### src/sv/hbs_pkg.sv
// Shared types, codes and constants for the heater burner sequencer.
// No dependencies; used by the interfaces, the step logic and the top level.
`default_nettype none

package hbs_pkg;

  localparam int unsigned OpW      = 3;
  localparam int unsigned ValW     = 8;
  localparam int unsigned PhaseW   = 3;
  localparam int unsigned CfgIdxW  = 2;
  localparam int unsigned CfgDataW = 8;

  localparam logic [OpW-1:0] OP_TICK    = 3'd0;
  localparam logic [OpW-1:0] OP_SET_ON  = 3'd1;
  localparam logic [OpW-1:0] OP_SET_BRN = 3'd2;
  localparam logic [OpW-1:0] OP_FAN_LVL = 3'd3;
  localparam logic [OpW-1:0] OP_HEAT_LVL = 3'd4;
  localparam logic [OpW-1:0] OP_TAGS    = 3'd5;

  localparam logic [PhaseW-1:0] PH_INIT     = 3'd0;
  localparam logic [PhaseW-1:0] PH_STARTING = 3'd1;
  localparam logic [PhaseW-1:0] PH_RUNNING  = 3'd2;
  localparam logic [PhaseW-1:0] PH_STOPPING = 3'd3;
  localparam logic [PhaseW-1:0] PH_STOPPED  = 3'd4;
  localparam logic [PhaseW-1:0] PH_TAGS     = 3'd5;

  localparam logic [CfgIdxW-1:0] CFG_PREPUMP = 2'd0;
  localparam logic [CfgIdxW-1:0] CFG_DIVIDE  = 2'd1;

  localparam logic [7:0] PREPUMP_RST = 8'd5;
  localparam logic [3:0] DIVIDE_RST  = 4'd10;
  localparam logic [7:0] LEVEL_RST   = 8'd5;
  localparam logic [7:0] DUTY_MAX    = 8'd255;
  localparam logic [7:0] DUTY_BASE   = 8'd100;
  localparam logic [7:0] DUTY_STEP   = 8'd15;
  localparam logic [7:0] DUTY_IGNITE = 8'd250;
  localparam logic [7:0] PUMP_STEP   = 8'd25;
  localparam logic [7:0] LEVEL_MAX   = 8'd10;
  localparam logic [7:0] LEVEL_IGN   = 8'd9;
  localparam logic [7:0] LEVEL_RUN   = 8'd6;
  localparam logic [4:0] TAG_LAST    = 5'd14;
  localparam logic [4:0] TAG_RETURN  = 5'd16;
  localparam logic [4:0] TAG_STEP_MAX = 5'd31;

  typedef struct packed {
    logic [PhaseW-1:0] cur_phase;
    logic [PhaseW-1:0] next_phase;
    logic [PhaseW-1:0] resume_phase;
    logic              locked;
    logic [3:0]        tick_count;
    logic [7:0]        prepump_left;
    logic [4:0]        tag_step;
    logic              on_flag;
    logic              burning_flag;
    logic [7:0]        fan_request;
    logic              fan_pending;
    logic [7:0]        fan_level;
    logic [7:0]        heat_request;
    logic              heat_pending;
    logic [3:0]        heat_level;
    logic [7:0]        fan_pwm;
    logic [7:0]        heat_pwm;
    logic              glow_on;
    logic              pump_on;
    logic [7:0]        pump_rate;
  } hbs_state_t;

  typedef struct packed {
    logic [PhaseW-1:0] phase;
    logic              phase_changed;
    logic [7:0]        fan_duty;
    logic [7:0]        heat_duty;
    logic              glow_plug;
    logic              pump_running;
    logic [7:0]        pump_speed;
    logic [7:0]        fan_status;
    logic [3:0]        heat_status;
    logic              tag_valid;
    logic [2:0]        tag_id;
  } hbs_result_t;

  function automatic logic [7:0] level_duty(input logic [7:0] lvl);
    logic [7:0] prod;
    prod = {4'b0000, lvl[3:0]} * DUTY_STEP;
    if (lvl > LEVEL_MAX) begin
      return DUTY_MAX;
    end
    return DUTY_BASE + prod;
  endfunction

endpackage

`default_nettype wire

### src/sv/hbs_if.sv
// Valid/ready channel interfaces for event input and status output.
// Depends on hbs_pkg for field widths.
`default_nettype none

interface hbs_in_if;
  logic                        valid;
  logic                        ready;
  logic [hbs_pkg::OpW-1:0]     opcode;
  logic [hbs_pkg::ValW-1:0]    value;

  modport source (output valid, output opcode, output value, input ready);
  modport sink   (input valid, input opcode, input value, output ready);
endinterface

interface hbs_out_if;
  logic                        valid;
  logic                        ready;
  logic [hbs_pkg::PhaseW-1:0]  phase;
  logic                        phase_changed;
  logic [7:0]                  fan_duty;
  logic [7:0]                  heat_duty;
  logic                        glow_plug;
  logic                        pump_running;
  logic [7:0]                  pump_speed;
  logic [7:0]                  fan_status;
  logic [3:0]                  heat_status;
  logic                        tag_valid;
  logic [2:0]                  tag_id;

  modport source (output valid, output phase, output phase_changed, output fan_duty,
                  output heat_duty, output glow_plug, output pump_running,
                  output pump_speed, output fan_status, output heat_status,
                  output tag_valid, output tag_id, input ready);
  modport sink   (input valid, input phase, input phase_changed, input fan_duty,
                  input heat_duty, input glow_plug, input pump_running,
                  input pump_speed, input fan_status, input heat_status,
                  input tag_valid, input tag_id, output ready);
endinterface

`default_nettype wire

### src/sv/hbs_step.sv
// Combinational event step: next sequencer state and the status result.
// Depends on hbs_pkg.
`default_nettype none

module hbs_step (
  input  hbs_pkg::hbs_state_t        state_i,
  input  logic [3:0]                 tick_divide_i,
  input  logic [hbs_pkg::OpW-1:0]    opcode_i,
  input  logic [hbs_pkg::ValW-1:0]   value_i,
  output hbs_pkg::hbs_state_t        state_o,
  output hbs_pkg::hbs_result_t       result_o
);

  hbs_pkg::hbs_state_t s;
  logic                changed;
  logic                tv;
  logic [2:0]          tid;
  logic [3:0]          tick_inc;
  logic [7:0]          lvl;

  always_comb begin
    s        = state_i;
    changed  = 1'b0;
    tv       = 1'b0;
    tid      = 3'd0;
    tick_inc = state_i.tick_count + 4'd1;
    lvl      = state_i.heat_request;
    unique case (opcode_i)
      hbs_pkg::OP_TICK: begin
        s.tick_count = tick_inc;
        if (tick_inc >= tick_divide_i) begin
          s.tick_count = 4'd0;
          if (!state_i.locked) begin
            if (state_i.next_phase != state_i.cur_phase) begin
              s.cur_phase = state_i.next_phase;
              changed     = 1'b1;
            end
            case (s.cur_phase)
              hbs_pkg::PH_INIT: begin
                if (state_i.prepump_left != 8'd0) begin
                  s.prepump_left = state_i.prepump_left - 8'd1;
                end
                if (s.prepump_left == 8'd0) begin
                  s.heat_pwm     = hbs_pkg::DUTY_IGNITE;
                  s.heat_level   = hbs_pkg::LEVEL_IGN[3:0];
                  s.heat_request = hbs_pkg::LEVEL_IGN;
                  s.glow_on      = 1'b1;
                  s.next_phase   = hbs_pkg::PH_STARTING;
                end
              end
              hbs_pkg::PH_STARTING: begin
                if (state_i.burning_flag) begin
                  s.on_flag      = 1'b1;
                  s.heat_level   = hbs_pkg::LEVEL_RUN[3:0];
                  s.heat_request = hbs_pkg::LEVEL_RUN;
                  s.heat_pending = 1'b1;
                  s.fan_level    = hbs_pkg::LEVEL_RUN;
                  s.fan_request  = hbs_pkg::LEVEL_RUN;
                  s.fan_pending  = 1'b1;
                  s.glow_on      = 1'b0;
                  s.next_phase   = hbs_pkg::PH_RUNNING;
                end
              end
              hbs_pkg::PH_RUNNING: begin
                if (state_i.fan_pending) begin
                  s.fan_level   = state_i.fan_request;
                  s.fan_pwm     = hbs_pkg::level_duty(state_i.fan_request);
                  s.fan_pending = 1'b0;
                end
                if (state_i.heat_pending) begin
                  s.heat_pwm     = hbs_pkg::level_duty(lvl);
                  s.heat_level   = (lvl > hbs_pkg::LEVEL_MAX) ?
                                   hbs_pkg::LEVEL_MAX[3:0] : lvl[3:0];
                  s.heat_pending = 1'b0;
                  s.pump_rate    = {4'b0000, s.heat_level} * hbs_pkg::PUMP_STEP;
                end
                if (!state_i.on_flag) begin
                  s.pump_on    = 1'b0;
                  s.next_phase = hbs_pkg::PH_STOPPING;
                end
              end
              hbs_pkg::PH_STOPPING: begin
                if (!state_i.burning_flag) begin
                  s.fan_pwm    = 8'd0;
                  s.heat_pwm   = 8'd0;
                  s.next_phase = hbs_pkg::PH_STOPPED;
                end
              end
              hbs_pkg::PH_TAGS: begin
                if (state_i.tag_step <= hbs_pkg::TAG_LAST && !state_i.tag_step[0]) begin
                  tv  = 1'b1;
                  tid = state_i.tag_step[3:1];
                end else if (state_i.tag_step > hbs_pkg::TAG_RETURN) begin
                  s.next_phase = state_i.resume_phase;
                end
                if (state_i.tag_step < hbs_pkg::TAG_STEP_MAX) begin
                  s.tag_step = state_i.tag_step + 5'd1;
                end
              end
              default: begin
              end
            endcase
          end
        end
      end
      hbs_pkg::OP_SET_ON:  s.on_flag      = (value_i != 8'd0);
      hbs_pkg::OP_SET_BRN: s.burning_flag = (value_i != 8'd0);
      hbs_pkg::OP_FAN_LVL: begin
        s.fan_request = value_i;
        s.fan_pending = 1'b1;
      end
      hbs_pkg::OP_HEAT_LVL: begin
        s.heat_request = value_i;
        s.heat_pending = 1'b1;
      end
      hbs_pkg::OP_TAGS: begin
        s.resume_phase = state_i.cur_phase;
        s.tag_step     = 5'd0;
        s.next_phase   = hbs_pkg::PH_TAGS;
        s.locked       = 1'b0;
      end
      default: begin
      end
    endcase
  end

  assign state_o = s;

  always_comb begin
    result_o.phase         = s.cur_phase;
    result_o.phase_changed = changed;
    result_o.fan_duty      = s.fan_pwm;
    result_o.heat_duty     = s.heat_pwm;
    result_o.glow_plug     = s.glow_on;
    result_o.pump_running  = s.pump_on;
    result_o.pump_speed    = s.pump_rate;
    result_o.fan_status    = s.fan_level;
    result_o.heat_status   = s.heat_level;
    result_o.tag_valid     = tv;
    result_o.tag_id        = tid;
  end

endmodule

`default_nettype wire

### src/sv/heater_burner_sequencer_unit.sv
// Heater burner sequencer top level: state and config registers, output register.
// Depends on hbs_pkg, hbs_if.sv (hbs_in_if, hbs_out_if) and hbs_step.
//
// Usage: events enter on in_i (opcode, value) as valid/ready transfers; each
// event yields exactly one status item on out_o, showing the state after it.
// Configuration (prepump_ticks at index 0, tick_divide at index 1) is written
// through cfg_we_i / cfg_index_i / cfg_data_i while no event is in flight;
// writing prepump_ticks also reloads the pre-pump countdown.
// Latency: the status item is valid in the cycle after the input transfer.
// Throughput: one event per cycle unless stalled; the step is one pass of
// combinational logic from the state registers into the output register.
// Stall: in_i.ready drops only while the output register holds an untaken
// item and out_o.ready is low; the held item stays stable until taken.
// Reset: asynchronous, active low; returns phase to init, locked until the
// first tag request, config to prepump 5 and divide 10, output empty.
`default_nettype none

module heater_burner_sequencer_unit (
  input  logic                          clk_i,
  input  logic                          rst_ni,
  input  logic                          cfg_we_i,
  input  logic [hbs_pkg::CfgIdxW-1:0]   cfg_index_i,
  input  logic [hbs_pkg::CfgDataW-1:0]  cfg_data_i,
  hbs_in_if.sink                        in_i,
  hbs_out_if.source                     out_o
);

  hbs_pkg::hbs_state_t  state_q, state_d, step_state;
  hbs_pkg::hbs_result_t result_q, step_result;
  logic                 out_valid_q;
  logic [3:0]           tick_divide_q;
  logic                 in_xfer;

  assign in_i.ready = !out_valid_q || out_o.ready;
  assign in_xfer    = in_i.valid && in_i.ready;

  hbs_step u_step (
    .state_i       (state_q),
    .tick_divide_i (tick_divide_q),
    .opcode_i      (in_i.opcode),
    .value_i       (in_i.value),
    .state_o       (step_state),
    .result_o      (step_result)
  );

  // a prepump_ticks write lands directly in the countdown
  always_comb begin
    state_d = in_xfer ? step_state : state_q;
    if (cfg_we_i && cfg_index_i == hbs_pkg::CFG_PREPUMP) begin
      state_d.prepump_left = cfg_data_i;
    end
  end

  always_ff @(posedge clk_i or negedge rst_ni) begin
    if (!rst_ni) begin
      tick_divide_q <= hbs_pkg::DIVIDE_RST;
    end else if (cfg_we_i && cfg_index_i == hbs_pkg::CFG_DIVIDE) begin
      tick_divide_q <= cfg_data_i[3:0];
    end
  end

  always_ff @(posedge clk_i or negedge rst_ni) begin
    if (!rst_ni) begin
      state_q.cur_phase    <= hbs_pkg::PH_INIT;
      state_q.next_phase   <= hbs_pkg::PH_INIT;
      state_q.resume_phase <= hbs_pkg::PH_INIT;
      state_q.locked       <= 1'b1;
      state_q.tick_count   <= 4'd0;
      state_q.prepump_left <= hbs_pkg::PREPUMP_RST;
      state_q.tag_step     <= 5'd0;
      state_q.on_flag      <= 1'b0;
      state_q.burning_flag <= 1'b0;
      state_q.fan_request  <= 8'd0;
      state_q.fan_pending  <= 1'b0;
      state_q.fan_level    <= hbs_pkg::LEVEL_RST;
      state_q.heat_request <= 8'd0;
      state_q.heat_pending <= 1'b0;
      state_q.heat_level   <= hbs_pkg::LEVEL_RST[3:0];
      state_q.fan_pwm      <= 8'd0;
      state_q.heat_pwm     <= 8'd0;
      state_q.glow_on      <= 1'b0;
      state_q.pump_on      <= 1'b1;
      state_q.pump_rate    <= 8'd0;
    end else begin
      state_q <= state_d;
    end
  end

  always_ff @(posedge clk_i or negedge rst_ni) begin
    if (!rst_ni) begin
      out_valid_q <= 1'b0;
    end else if (in_i.ready) begin
      out_valid_q <= in_i.valid;
    end
  end

  always_ff @(posedge clk_i) begin
    if (in_xfer) begin
      result_q <= step_result;
    end
  end

  assign out_o.valid         = out_valid_q;
  assign out_o.phase         = result_q.phase;
  assign out_o.phase_changed = result_q.phase_changed;
  assign out_o.fan_duty      = result_q.fan_duty;
  assign out_o.heat_duty     = result_q.heat_duty;
  assign out_o.glow_plug     = result_q.glow_plug;
  assign out_o.pump_running  = result_q.pump_running;
  assign out_o.pump_speed    = result_q.pump_speed;
  assign out_o.fan_status    = result_q.fan_status;
  assign out_o.heat_status   = result_q.heat_status;
  assign out_o.tag_valid     = result_q.tag_valid;
  assign out_o.tag_id        = result_q.tag_id;

  a_tag_in_tag_phase: assert property (@(posedge clk_i) disable iff (!rst_ni)
    out_valid_q && result_q.tag_valid |-> result_q.phase == hbs_pkg::PH_TAGS)
    else $error("tag announced outside tag phase");

  a_tag_id_zero: assert property (@(posedge clk_i) disable iff (!rst_ni)
    out_valid_q && !result_q.tag_valid |-> result_q.tag_id == 3'd0)
    else $error("tag id set without tag");

  a_heat_clamped: assert property (@(posedge clk_i) disable iff (!rst_ni)
    state_q.heat_level <= hbs_pkg::LEVEL_MAX[3:0])
    else $error("heat level above clamp");

  a_locked_init: assert property (@(posedge clk_i) disable iff (!rst_ni)
    state_q.locked |-> state_q.cur_phase == hbs_pkg::PH_INIT)
    else $error("phase moved while locked");

endmodule

`default_nettype wire
### src/flat_wrapper.sv
// flat-port wrapper written by rule: the top's interface ports become plain ports
module heater_burner_sequencer_unit_flat 
  (clk_i, rst_ni, cfg_we_i, cfg_index_i, cfg_data_i, in_i_valid, in_i_opcode, in_i_value, in_i_ready, out_o_valid, out_o_phase, out_o_phase_changed, out_o_fan_duty, out_o_heat_duty, out_o_glow_plug, out_o_pump_running, out_o_pump_speed, out_o_fan_status, out_o_heat_status, out_o_tag_valid, out_o_tag_id, out_o_ready);
  hbs_in_if in_i_i ();
  hbs_out_if out_o_i ();
  input  logic clk_i;
  input  logic rst_ni;
  input  logic cfg_we_i;
  input  logic [hbs_pkg::CfgIdxW-1:0] cfg_index_i;
  input  logic [hbs_pkg::CfgDataW-1:0] cfg_data_i;
  input wire logic [$bits(in_i_i.valid)-1:0] in_i_valid;
  input wire logic [$bits(in_i_i.opcode)-1:0] in_i_opcode;
  input wire logic [$bits(in_i_i.value)-1:0] in_i_value;
  output wire logic [$bits(in_i_i.ready)-1:0] in_i_ready;
  output wire logic [$bits(out_o_i.valid)-1:0] out_o_valid;
  output wire logic [$bits(out_o_i.phase)-1:0] out_o_phase;
  output wire logic [$bits(out_o_i.phase_changed)-1:0] out_o_phase_changed;
  output wire logic [$bits(out_o_i.fan_duty)-1:0] out_o_fan_duty;
  output wire logic [$bits(out_o_i.heat_duty)-1:0] out_o_heat_duty;
  output wire logic [$bits(out_o_i.glow_plug)-1:0] out_o_glow_plug;
  output wire logic [$bits(out_o_i.pump_running)-1:0] out_o_pump_running;
  output wire logic [$bits(out_o_i.pump_speed)-1:0] out_o_pump_speed;
  output wire logic [$bits(out_o_i.fan_status)-1:0] out_o_fan_status;
  output wire logic [$bits(out_o_i.heat_status)-1:0] out_o_heat_status;
  output wire logic [$bits(out_o_i.tag_valid)-1:0] out_o_tag_valid;
  output wire logic [$bits(out_o_i.tag_id)-1:0] out_o_tag_id;
  input wire logic [$bits(out_o_i.ready)-1:0] out_o_ready;
  assign in_i_i.valid = in_i_valid;
  assign in_i_i.opcode = in_i_opcode;
  assign in_i_i.value = in_i_value;
  assign in_i_ready = in_i_i.ready;
  assign out_o_valid = out_o_i.valid;
  assign out_o_phase = out_o_i.phase;
  assign out_o_phase_changed = out_o_i.phase_changed;
  assign out_o_fan_duty = out_o_i.fan_duty;
  assign out_o_heat_duty = out_o_i.heat_duty;
  assign out_o_glow_plug = out_o_i.glow_plug;
  assign out_o_pump_running = out_o_i.pump_running;
  assign out_o_pump_speed = out_o_i.pump_speed;
  assign out_o_fan_status = out_o_i.fan_status;
  assign out_o_heat_status = out_o_i.heat_status;
  assign out_o_tag_valid = out_o_i.tag_valid;
  assign out_o_tag_id = out_o_i.tag_id;
  assign out_o_i.ready = out_o_ready;
  heater_burner_sequencer_unit u_core (.clk_i(clk_i), .rst_ni(rst_ni), .cfg_we_i(cfg_we_i), .cfg_index_i(cfg_index_i), .cfg_data_i(cfg_data_i), .in_i(in_i_i), .out_o(out_o_i));
endmodule
### config.mk
export PLATFORM = sky130hd
export DESIGN_NAME = heater_burner_sequencer_unit_flat
export DESIGN_NICKNAME = d
export VERILOG_FILES = /design/src/sv/hbs_pkg.sv /design/src/sv/hbs_if.sv /design/src/sv/hbs_step.sv /design/src/sv/heater_burner_sequencer_unit.sv /design/src/flat_wrapper.sv
export SDC_FILE = /design/constraint.sdc
export NUM_CORES = 1
export LEC_CHECK = 0
export BUFFER_PORTS_ARGS = -buffer_cell sky130_fd_sc_hd__clkbuf_2
export CORE_MARGIN = 3
export CORE_UTILIZATION = 25
export DETAILED_ROUTE_END_ITERATION = 7
export PLACE_DENSITY = 0.51
export SLEW_MARGIN = 20
export SYNTH_ARGS = -nofsm -noshare
export SYNTH_HDL_FRONTEND = slang
export SYNTH_SLANG_ARGS = --single-unit
### constraint.sdc
create_clock -name clk_i -period 4 [get_ports clk_i]
set_input_delay 0.6 -clock clk_i [delete_from_list [all_inputs] [get_ports clk_i]]
set_output_delay 0.6 -clock clk_i [all_outputs]
set_load 0.05 [all_outputs]
-- Word level (Yosys, flattened, before mapping)
Cells that the tools add are included.
- bits in latches: 0
- memories kept: 0
- input bits: 26
- register bits after elaboration: 136
- output and inout bits: 48
- bits in writable memories: 0
- word-level logic and storage cells: 192
- bits in read-only memories: 0
- magnitude comparators: 6
- shifts and indexed selects: 0
- reduce and logical (&&, ||, !) cells: 35
- add/subtract/negate cells: 5
- bitwise logic cells: 4
- div/mod/pow operators: 0
- multipliers: 3
- eq/ne operators: 27
- mux-type cells: 79
- operators by type and width (kind ; count):
    2-to-1 mux 8 bit ; 19
    2-to-1 mux 56 bit ; 2
    2-to-1 mux 71 bit ; 1
    2-to-1 mux 30 bit ; 2
    one-hot mux 9 bit (2 select lines) ; 3
    2-to-1 mux 3 bit ; 11
    one-hot mux 8 bit (2 select lines) ; 2
    AND reduction 6 bit ; 5
    one-hot mux 8 bit (3 select lines) ; 1
    2-to-1 mux 1 bit ; 19
    2-to-1 mux 18 bit ; 1
    2-to-1 mux 9 bit ; 2
    adder 7 x 8 -> 8 bit (first input constant) ; 2
    > comparator 8 x 4 -> 1 bit (second input constant) ; 2
    multiplier 4 x 4 -> 8 bit (second input constant) ; 2
    2-to-1 mux 16 bit ; 1
    nonzero test 2 bit ; 8
    nonzero test 8 bit ; 2
    != test 3 bit (second input constant) ; 5
    one-hot mux 3 bit (5 select lines) ; 1
    2-to-1 mux 14 bit ; 1
    equality test 3 x 2 -> 1 bit (second input constant) ; 4
    2-to-1 mux 4 bit ; 3
    2-to-1 mux 6 bit ; 2
    36 further kinds ; 58

-- Longest topological paths before layout
- depth in word-level cells: 18
- mapped depth: 14
- gate-level depth less buffers: 14

-- By module
From an unflattened synthesis, not the netlist that was laid out.
- cell total of the unflattened synthesis: 819
- area total of the unflattened synthesis: 8637.0 sq um
- by module, submodules not included (module ; times used ; seq. area each (sq um) ; cells an instance ; area an instance (sq um)):
    heater_burner_sequencer_unit ; 1 ; 3646.0 ; 269 ; 4976.0
    hbs_step ; 1 ; 0.0 ; 550 ; 3661.0

-- Least setup slack after synthesis
No wires, ideal clock.
- path kind: input to register
- from: input out_o_ready
- to: register u_core.result_q (netlist bit u_core.out_o.fan_duty[0]) (enable)
- slack: 339 ps
- data arrival time: 3233 ps
- path buffers: 2
- setup time: 428 ps
- data required time: 3572 ps
- stages on the path: 5
- cell sequence: nand2b_1 > nand2_1 > inv_1 > clkbuf_1 > buf_1
- cells in the longest elaborated chain, start to end: 2
- RTL lines (what ; RTL line ; RTL):
    start: declaration ; flat_wrapper.sv:27 ; input wire logic [$bits(out_o_i.ready)-1:0] out_o_ready;
    logical OR 1 bit ; heater_burner_sequencer_unit.sv:34 ; assign in_i.ready = !out_valid_q || out_o.ready;
    logical AND 1 bit ; heater_burner_sequencer_unit.sv:35 ; assign in_xfer = in_i.valid && in_i.ready;
    net u_core.in_xfer ; heater_burner_sequencer_unit.sv:32 ; logic in_xfer;
    end signal: assignment ; heater_burner_sequencer_unit.sv:99 ; result_q <= step_result;
    end: declaration ; heater_burner_sequencer_unit.sv:29 ; hbs_pkg::hbs_result_t result_q, step_result;
The timed path passes the listed nets, and every way through them passes these cells.
A chain may end at the register's enable or synchronous reset.

==> impl_metrics.json <==
{
  "core_region_area_um2": 31900,
  "clock_latency_ns": 0.44,
  "post_cts_buffers": 0,
  "via_per_inst": 4.82,
  "layout_cell_share_with_drive_strength_beyond_1": 0.191,
  "synth.lib_cells_used.distinct": 74,
  "numCtsBuffers": 17,
  "syn_area_um2": 8160,
  "dp_worst_setup_slack_ns": 0.341,
  "critical-path-top-delay-family": "adder cells",
  "element_type_at_the_critical_path_end": "flip-flop",
  "run_status": "completed",
  "clkSinkCount": 136,
  "setup-tns-final_ns": 0,
  "timing_worst_setup_path_type": "flip-flop to flip-flop",
  "timing.final.crit_period_ns": 3.66,
  "drt-total-wl_um": 22300,
  "postCtsResizedCells": 0,
  "power_density_nw_per_um2": 619,
  "synth-seq-cells": 136,
  "cts_root_buf": "sky130_fd_sc_hd__clkbuf_16",
  "filler_cell_count_in_the_final_layout": 3398,
  "number_of_enable_type_register_cells_in_the_synthesized_netlist": 46,
  "route.antenna.remaining_nets": 0,
  "part_of_the_yosys_area_used_for_sequential_elements": 0.447,
  "final-max-slew-violation-count": 0,
  "detail_route.first_pass.iterations": 5,
  "synth.yosys.warnings": 0,
  "cts_hold_repair.buffers": 0,
  "drcViolationCount": 0,
  "critical_path_buf_inv_count": 3,
  "finalHoldViolCount": 0,
  "max-clock-path-buffers": 2,
  "detailedRoute.firstIterationViolations": 458,
  "leading_register_cell_type_out_of_synthesis": "sky130_fd_sc_hd__dfrtp_1",
  "floorplan.initialDensity": 0.256,
  "syn-instance-count": 823,
  "dp_hpwl_um": 16500,
  "pin_count_of_the_biggest_net_entering_global_routing": 59,
  "grt_first_pass_wirelength_um": 36300,
  "worstSetupStartpointType": "flip-flop",
  "setup_viol": 0,
  "static-leakage-power_nw": 4.14,
  "worst_pin_slew_ns": 0.813,
  "achievable_frequency_mhz": 273,
  "maxCapViolCount": 0,
  "die-area_um2": 34800,
  "startpoint": "u_core.state_q[32]$_DFFE_PN0P_",
  "timing.reg2reg.setup_slack_ns": 0.34,
  "crit_path_cell_trace": "fa_1 -> inv_1 -> fa_1 -> inv_1 -> ha_1 -> ha_1 -> inv_1 -> fa_1 -> nor2b_1 -> o21a_1 -> nor2_1 -> xnor2_1 -> nand2_1 -> a221o_1",
  "async_reset_ff_frac": 0.662,
  "hp-class": "input port to asynchronous set/reset pin",
  "arrival_time_at_the_worst_endpoint_ns": 3.84,
  "path_depth": 14,
  "avg_wl_per_cell_um": 16.6,
  "worstRegToRegCells": 14,
  "layout_setup_ws_ns": 0.343,
  "clock_skew_ns": 0.0118,
  "crit_required_ns": 4.19,
  "min_period_over_period": 0.914,
  "biggest_area_contributors_in_the_synthesized_netlist": "sky130_fd_sc_hd__dfrtp_1 (25%), sky130_fd_sc_hd__edfxtp_1 (17%), sky130_fd_sc_hd__ha_1 (7.7%)",
  "vias_in_the_first_global_route": 6484,
  "floorplan.rows": 65,
  "grt.total_usage": 0.130,
  "synth_top_cell_by_area": "sky130_fd_sc_hd__dfrtp_1",
  "grt_antenna_before_repair": 2,
  "die_extent_in_y_um": 187,
  "clock_tree_from_tritoncts": "done",
  "via_count": 6474,
  "path_max_fanout": 7,
  "synth_fp_nets": 910,
  "timing.hold.ws_ns": 0.263,
  "setup_repair_after_global_routing_missed_its_margin": "no",
  "final_estimated_routing_congestion_in_global_placement": 0.832,
  "postSynthAreaPerCell_um2": 9.91,
  "cpPeakStageDelay_ns": 0.53,
  "ir_worst_vdd_v": 0.000293,
  "htree_num_levels": 4,
  "reg2reg_from": "u_core.state_q[32]$_DFFE_PN0P_",
  "dieWidth_um": 187,
  "grt-ovfl-total": 0,
  "r2r-end": "u_core.out_o.heat_duty[7]$_DFFE_PP_",
  "final_nets": 982,
  "boundaryPins": 74,
  "synthDominantCellAreaShare": 0.245,
  "maxSlewHeadroom": 0.458,
  "path_clk_slew_ns": 0.07,
  "areaGrowthSynthToFinish_pct": 18.2,
  "slowest_stage": "sky130_fd_sc_hd__fa_1",
  "io_buffer_count": 73
}
final cells by class:
class | count | area (µm²) | area share
Multi-Input combinational cell | 585 | 4110 | 0.427
Sequential cell | 136 | 3650 | 0.378
Tap cell | 435 | 544 | 0.0565
Timing Repair Buffer | 94 | 526 | 0.0545
Clock buffer | 17 | 425 | 0.0441
Inverter | 61 | 229 | 0.0238
Clock inverter | 15 | 151 | 0.0157
Antenna cell | 1 | 2.50 | 0.000260
cell usage after synthesis (all sizes together), types with 6 or more instances:
| library cell | instances |
|---|---|
| a221o | 6 |
| nand2b | 9 |
| nor4 | 9 |
| ha | 50 |
| or2 | 6 |
| a22o | 17 |
| a22oi | 9 |
| clkbuf | 27 |
| nand3 | 31 |
| buf | 14 |
| nand4 | 6 |
| o41ai | 6 |
| nand3b | 9 |
| nor2 | 39 |
| nand2 | 86 |
| dfrtp | 80 |
| o211ai | 8 |
| xnor2 | 13 |
| mux2 | 24 |
| edfxtp | 46 |
| nor2b | 11 |
| inv | 61 |
| and2 | 7 |
| a21oi | 31 |
| nor3 | 20 |
| fa | 11 |
| o2bb2ai | 6 |
| a31oi | 11 |
| dfstp | 10 |
| a21o | 20 |
| o21ai | 63 |
| o22ai | 8 |
per-stage QoR:
| stage | utilization | power [mW] | cells | area, µm² |
|---|---|---|---|---|
| after global placement | 0.284 | 4.38 | 1311 | 9060 |
| after global routing | 0.302 | 6.46 | 1344 | 9640 |
| after floorplan | - | 3.72 | 823 | 8160 |
| final | 0.302 | 5.96 | 1344 | 9640 |
| after CTS | 0.302 | 6.02 | 1343 | 9640 |
| after detailed placement | 0.284 | 4.41 | 1311 | 9060 |
flip-flops by register name (all words and copies together) (netlist names):
| name | cells |
|---|---|
| u_core.out_o.pump_speed | 8 |
| u_core.out_o.heat_status | 4 |
| u_core.out_o.phase | 3 |
| u_core.tick_divide_q | 4 |
| u_core.out_o.fan_duty | 8 |
| u_core.out_o.phase_changed | 1 |
| u_core.out_o.valid | 1 |
| u_core.out_o.heat_duty | 8 |
| u_core.out_o.glow_plug | 1 |
| u_core.out_o.pump_running | 1 |
| u_core.out_o.fan_status | 8 |
| u_core.out_o.tag_id | 3 |
| u_core.out_o.tag_valid | 1 |
| u_core.state_q | 85 |
report_power, final:
group / internal [mW] / total, mW / switching [mW] / leakage [nW]
combinational: 0.914 / 2.42 / 1.50 / 2.29
sequential: 1.69 / 1.99 / 0.300 / 1.57
clock: 0.834 / 1.56 / 0.725 / 0.287
total: 3.44 / 5.96 / 2.53 / 4.14
kinds of logic after synthesis:
logic type / after synthesis / share of synthesized area
AND/OR/NAND/NOR: 262 / 0.164
AO/OA/AOI/OAI: 218 / 0.181
flip-flops: 136 / 0.447
buffers and inverters: 102 / 0.0494
adder cells (fa/ha/maj): 61 / 0.104
multiplexers: 27 / 0.0368
XOR/XNOR: 17 / 0.0183
layout by cell type, fill, tap and decap left out, drive strengths merged, types with 8 or more instances in the layout:
cell type  count
o22ai          8
buf           22
nand2         86
nor4           9
clkbuf        89
nor2          39
fa            11
nor2b         11
inv           73
edfxtp        46
a22o          17
a21o          20
nand2b         9
dfrtp         80
a31oi         11
o211ai         8
dfstp         10
nand3b         9
a21oi         31
ha            50
a22oi          9
nand3         31
mux2          24
nor3          20
xnor2         13
o21ai         63
worst max path at each step:
| stage | to |
|---|---|
| floorplan | u_core.out_o.fan_duty[0]$_DFFE_PP_ |
| global placement | u_core.out_o.heat_duty[7]$_DFFE_PP_ |
| detailed placement | u_core.out_o.heat_duty[7]$_DFFE_PP_ |
| CTS | u_core.out_o.heat_duty[7]$_DFFE_PP_ |
| global route | u_core.out_o.heat_duty[7]$_DFFE_PP_ |
| finish | u_core.out_o.heat_duty[7]$_DFFE_PP_ |
metal layers:
metal / vias to the layer above / wire length, µm / track usage / share of wire
met1: 3160 / 10800 / 0.181 / 0.49
met4: 2 / 516 / 0.0486 / 0.023
met5: - / 13 / 0 / 0.00058
li1: 3129 / - / - / -
met3: 40 / 970 / 0.0282 / 0.043
met2: 143 / 10000 / 0.199 / 0.45
Power figures use the tool's default switching activity.
